**config.mk**
```make
export PLATFORM = sky130hd
export DESIGN_NAME = tepf_ctrl
export DESIGN_NICKNAME = d
export VERILOG_FILES = /design/src/sv/tepf_pkg.sv /design/src/sv/tepf_ctrl.sv
export SDC_FILE = /design/constraint.sdc
export NUM_CORES = 1
export LEC_CHECK = 0
export ABC_AREA = 1
export BUFFER_PORTS_ARGS = -buffer_cell sky130_fd_sc_hd__buf_2
export CORE_AREA = 8 8 45 47
export CTS_CLUSTER_DIAMETER = 80
export DETAILED_ROUTE_END_ITERATION = 6
export DIE_AREA = 0 0 53 55
export GPL_ROUTABILITY_DRIVEN = 1
export REMOVE_ABC_BUFFERS = 1
export SLEW_MARGIN = 10
export SYNTH_ARGS = -nofsm -noshare
export SYNTH_HDL_FRONTEND = slang
export SYNTH_SLANG_ARGS = --single-unit
```
**constraint.sdc**
```tcl
create_clock -name clk -period 1 [get_ports clk]
set_input_delay 0.15 -clock clk [delete_from_list [all_inputs] [get_ports clk]]
set_output_delay 0.15 -clock clk [all_outputs]
set_load 0.005 [all_outputs]
```
**src/sv/tepf_pkg.sv**
```systemverilog
// ----------------------------------------------------------------------------
// tepf_pkg: shared types and constants for the tcp egress port filter
// Item and result words, table geometry, controller/datapath command
// and status structs.
// ----------------------------------------------------------------------------
package tepf_pkg;

  localparam int TableEntries = 256;
  localparam int IdxW         = $clog2(TableEntries);
  localparam logic [15:0] FIXED_BLOCKED_PORT = 16'd6379;

  localparam logic [1:0] KIND_BYTE   = 2'd0;
  localparam logic [1:0] KIND_SET    = 2'd1;
  localparam logic [1:0] KIND_REMOVE = 2'd2;
  // reserved kind, ignored by the block
  localparam logic [1:0] KIND_UNUSED = 2'd3;

  localparam logic [1:0] REASON_NONE  = 2'd0;
  localparam logic [1:0] REASON_FIXED = 2'd1;
  localparam logic [1:0] REASON_TABLE = 2'd2;

  localparam logic [1:0] STATUS_DONE    = 2'd0;
  localparam logic [1:0] STATUS_FULL    = 2'd1;
  localparam logic [1:0] STATUS_MISSING = 2'd2;

  typedef struct packed {
    logic [1:0]  kind;
    logic [7:0]  packet_byte;
    logic        last_byte;
    logic [15:0] entry_port;
    logic [7:0]  entry_value;
  } in_word_t;

  typedef struct packed {
    logic        result_kind;
    logic        drop;
    logic [1:0]  drop_reason;
    logic [15:0] seen_port;
    logic [1:0]  update_status;
  } out_word_t;

  // controller to datapath
  typedef struct packed {
    logic load;      // capture input word
    logic parse;     // apply packet byte to parse state
    logic scan_clr;  // restart table scan
    logic scan_step; // read next table entry
    logic write;     // commit table write at chosen slot
    logic build;     // register result word
  } tepf_cmd_t;

  // datapath to controller
  typedef struct packed {
    logic [1:0] kind;
    logic       last_byte;
    logic       scan_done;
  } tepf_sts_t;

endpackage

```
**src/sv/tepf_ctrl.sv**
```systemverilog
// ----------------------------------------------------------------------------
// tepf_ctrl: sequencer for byte parse, table scan, update and result hand-off
// ----------------------------------------------------------------------------
module tepf_ctrl (
  input  logic                 clk,
  input  logic                 rst_n,
  input  logic                 in_valid,
  output logic                 in_stall,
  output logic                 out_valid,
  input  logic                 out_stall,
  input  tepf_pkg::tepf_sts_t  sts,
  output tepf_pkg::tepf_cmd_t  cmd
);

  localparam logic [2:0] ST_IDLE  = 3'd0;
  localparam logic [2:0] ST_DEC   = 3'd1;
  localparam logic [2:0] ST_SCAN  = 3'd2;
  localparam logic [2:0] ST_WRITE = 3'd3;
  localparam logic [2:0] ST_BUILD = 3'd4;
  localparam logic [2:0] ST_OUT   = 3'd5;

  logic [2:0] state_r, state_nxt;
  logic       ovld_r, ovld_nxt;

  assign out_valid = ovld_r;
  // input open only when no word is in flight or pending
  assign in_stall  = !(state_r == ST_IDLE || (state_r == ST_OUT && !ovld_r));

  always_comb begin
    state_nxt = state_r;
    ovld_nxt  = ovld_r && out_stall;
    cmd       = '0;
    unique case (state_r)
      ST_IDLE, ST_OUT: begin
        if (state_r == ST_OUT && ovld_r) begin
          if (!out_stall) state_nxt = ST_IDLE;
        end else if (in_valid) begin
          cmd.load  = 1'b1;
          state_nxt = ST_DEC;
        end else begin
          state_nxt = ST_IDLE;
        end
      end
      ST_DEC: begin
        cmd.scan_clr = 1'b1;
        if (sts.kind == tepf_pkg::KIND_BYTE) begin
          cmd.parse = 1'b1;
          state_nxt = sts.last_byte ? ST_SCAN : ST_IDLE;
        end else if (sts.kind == tepf_pkg::KIND_SET || sts.kind == tepf_pkg::KIND_REMOVE) begin
          state_nxt = ST_SCAN;
        end else begin
          state_nxt = ST_IDLE;
        end
      end
      ST_SCAN: begin
        cmd.scan_step = 1'b1;
        if (sts.scan_done) begin
          cmd.scan_step = 1'b0;
          state_nxt = ST_WRITE;
        end
      end
      ST_WRITE: begin
        cmd.write = (sts.kind != tepf_pkg::KIND_BYTE);
        state_nxt = ST_BUILD;
      end
      ST_BUILD: begin
        cmd.build = 1'b1;
        ovld_nxt  = 1'b1;
        state_nxt = ST_OUT;
      end
      default: state_nxt = ST_IDLE;
    endcase
  end

  always_ff @(posedge clk) begin
    if (!rst_n) begin
      state_r <= ST_IDLE;
      ovld_r  <= 1'b0;
    end else begin
      state_r <= state_nxt;
      ovld_r  <= ovld_nxt;
    end
  end

endmodule

```
-- After elaboration in Yosys (flattened, before gate mapping)
Index checks and enable logic that the tools add are counted.
- multiplexer cells: 18
- eq/ne operators: 9
- reduce and logical (&&, ||, !) cells: 12
- operators with widths (kind ; count):
    $pmux W3 S5 ; 1
    $mux W3 ; 4
    $mux W1 ; 10
    $eq A3 B2 Y1 const B ; 2
    $eq A3 B3 Y1 const B ; 2
    $mux W2 ; 3
    $eq A3 B1 Y1 const B ; 1
    $logic_and A1 B1 Y1 ; 3
    $logic_not A3 Y1 ; 1
    $ne A3 B3 Y1 const B ; 1
    $eq A2 B1 Y1 const B ; 1
    $eq A2 B2 Y1 const B ; 1
    $logic_not A1 Y1 ; 2
    $logic_not A2 Y1 ; 1
    $logic_or A1 B1 Y1 ; 2
    $ne A2 B2 Y1 const B ; 1
    $reduce_and A2 Y1 ; 1
    $reduce_bool A2 Y1 ; 1
    $reduce_or A2 Y1 ; 1
- bits in registers: 4
- output and inout port bits: 8
- logic and storage cells: 41
- bits of input ports: 8

-- Logic depth before layout (Yosys ltp)
- depth after elaboration: 5
- gate-level depth with buffers: 7

-- Worst setup path after synthesis
Ideal clock, no wire load.
- path type: flip-flop to flip-flop
- start: register state_r[0]
- end: register state_r[0]
- library setup time: 0.066 ns
- arrival time: 0.876 ns
- clock period less this slack: 0.942 ns
- buffers on the path: 0
- path slack: 0.058 ns
- required time: 0.934 ns
- cell stages (with the launch flop): 7
- cell sequence: dfxtp_1 > nor2_2 > nand2_1 > and2_0 > nand2_1 > nand2_1 > a21oi_2
- word-level cells in the longest chain between the ends: 4
- elaborated cells on any way between the ends: 13
- classes of those cells: 7 x eq/ne; 2 x mux; 4 x reduce/logical
- ends and longest elaborated chain (item ; RTL line ; text):
    start: declaration ; tepf_ctrl.sv:22 ; logic [2:0] state_r, state_nxt;
    start signal: assignment ; tepf_ctrl.sv:80 ; state_r <= state_nxt;
    $eq A3 B3 Y1 / $logic_not A3 Y1 (equally long branches) ; tepf_ctrl.sv:33, tepf_ctrl.sv:35 ;
    $logic_and A1 B1 Y1 / $reduce_or A2 Y1 (equally long branches) ; tepf_ctrl.sv:35, tepf_ctrl.sv:33 ;
    $mux W3 / $ne A3 B3 Y1 (equally long branches) ; n/a ;
    $pmux W3 S5 / $reduce_and A2 Y1 (equally long branches) ; n/a ;
Parallel ways exist; a longest one is shown, timed or not.
A chain may end at the register's enable or synchronous reset.

==> impl_results.md <==
- Status: complete, but fails checks
- Failing checks: setup timing
- Hold slack: 0.1918 ns
- Grt met1 use: 4.262%
- Hold Vio Cnt, Final: 0
- Layout area overhead: 89.20%
- Setup TNS Final: -1.627 ns
- Sequential-to-total area share from yosys stat: 30.05%
- Filler instances: 156
- GR Overflow Total: 0
- Io pins: 16
- DRT Wirelength: 849 µm
- Largest cells by area after synthesis: dfxtp_1, inv_1, nand2_1, nand3_1, nor2_1
- Chip width: 53 µm
- Post-synthesis register bit count: 4
- Via count: 349
- Drt wl/cell: 10.48 µm
- Most frequent cell after synthesis: inv_1
- Top Usage Layer GRT: met2
- Peak supply drop: 0.0003315 V
- FFs w/ async S/R, synth: 0%
- Clock Skew: 0.001336 ns
- PwrDens: 1129 nW/µm²
- Vias/cell: 4.309
- Core area: 1384 µm²
- Clk root buf: clkbuf_4
- Drc violations: 0
- Crit path arrival time: 1.07 ns
- DP Wirelength: 611.7 µm
- H-tree levels: 1
- Fmax: 819.1 MHz
- Reg2reg end: state_r[0]
- Routed Antenna Nets: 0
- Worst R2R Setup Slack: -0.14 ns
- Power consumption: 0.5691 mW
- # rows: 14
- Final net count: 76
- RD Place Congestion: 0.7071
- WS Path Type: reg2out
- Fin crit period: 1.221 ns
- MaxCap Viol Count: 0
- Initial Util: 19.26%
- RSZ-0062 raised after global routing: true
- Register area: 91.34 µm²
- Vias in the first global route: 323
- Startpoint Class: register
- Die area: 2915 µm²
- Pre-antenna DRT Iters: 4
- Worst setup path startpoint: state_r[0]
- Initial antenna violation count: 0
- Syn Inst Count: 40
- Initial drt markers: 2
- Buffers from clock root to sink, at most: 2
- Die Ht: 55 µm
- Max-slew violation count: 0
- Worst skew pair latency: 0.24 ns
- Cts bufs inserted: 3
- Netlist Area Pre-Place: 266.5 µm²
- Port-buffer cells: 15
- Leak pwr: 0.2526 nW
- Worst slew pin tran: 0.1679 ns
- First-pass GRT wire length: 1.242 mm
- Antenna diode count: 0
- Largest net degree at the start of global routing: 6
- Critical Path End: cmd[4]
- Clock Sinks: 4
- GRT Total Usage: 6.452%
- Reg clk slew, reported paths: 0.04 ns
- RR Startpoint: state_r[1]
- FF-to-FF path depth: 8
- Multi-input combinational cell area: 193.9 µm²
- Setup WS pre-CTS: -0.06221 ns
- Critical path data required time: 0.85 ns
- Cts-stage hold buffer count: 0
- Post-synth EDFFs: 0
- Synth Flop Type: dfxtp_1
- Peak fanout along the critical path: 5
- Top post-synthesis cells by count: inv_1, nand2_1, dfxtp_1, nand3_1, nor2_1
- Met2 usage: 11.52%
- PnR worst setup slack: -0.2209 ns
- CTS tree: built
- Share of layout cells above drive strength 1: 64.62%
- Post-synthesis cell type count: 17
- Synth warn: 0
- Area leader, netlist: dfxtp_1
- Setup-failing EPs final: 9
- Synth top area share: 30.05%
- Worst min path class: in2reg
- Critical Path End Type: output port
- Period utilization: 122.1%
- Met3 global-route usage: 2.674%
- Max_slew headroom: 88.77%
- Avg Cell Area, Syn: 6.663 µm²
worst max-delay path, stage by stage (launching register included):
cell     delay (ns)
dfxtp_4        0.39
inv_4          0.05
nor3_4         0.14
and2_4         0.17
buf_6          0.08
cell usage in the layout, fill, tap and decap left out, drive strengths merged:
cell type and count:
nor2 5, and2 2, o21a 1, a31oi 1, clkbuf 3, mux2 1
nand4 1, ha 1, nand3 4, nor3 1, dfxtp 4, inv 9
a21oi 3, buf 22, nand2 7
kinds of logic after synthesis:
family                   synth area share (%)
flip-flops                              30.05
AO/OA/AOI/OAI                           12.21
AND/OR/NAND/NOR                         36.16
adder cells (fa/ha/maj)                 4.694
multiplexers                            4.225
buffers and inverters                   12.68
flip-flops by register name, summed over array words and instances, names as in the netlist:
signal / cells
state_r: 3
out_valid: 1
stage by stage:
step                cell area (µm²)  utilization, %  cells
detailed placement            384.1           27.76     74
CTS                           454.2           32.82     79
floorplan                     266.5               -     40
global route                  504.2           36.44     81
global placement              384.1           27.76     74
finish                        504.2           36.44     81
per-layer routing:
layer / wire length (µm) / share of wire (%) / up-vias
li1: - / - / 177
met1: 286 / 34 / 162
met2: 480 / 57 / 6
met3: 43 / 5.1 / 4
met4: 39 / 4.6 / 0
met5: 0 / 0 / -
final cells by class:
cell class              instances  area share (%)
multi-input cells              27           38.46
repair buffers                 22           27.79
inverters                       9           7.196
well taps                      16           3.970
clock buffers                   3           4.466
flip-flops and latches          4           18.11
how the worst min path moves through the flow:
stage / depth (start not counted) / endpoint / startpoint
after floorplan: 2 / out_valid / out_stall
after global placement: 3 / state_r[0] / rst_n
after detailed placement: 3 / out_valid / out_stall
after CTS: 3 / state_r[0] / rst_n
after global routing: 3 / state_r[0] / rst_n
final: 3 / state_r[0] / rst_n
report_power, final:
group	switching [mW]	internal (mW)	total, mW
registers	0.0221	0.169	0.191
clock network	0.0720	0.135	0.207
logic	0.0735	0.0981	0.172
what timing repair did:
| action | CTS | global route |
|---|---|---|
| buffers inserted | 3 | 2 |
| pin swaps | 6 | 5 |
| resized for setup | 13 | 9 |
| setup endpoints to repair | 9 | 10 |
Power figures use the tool's default switching activity.
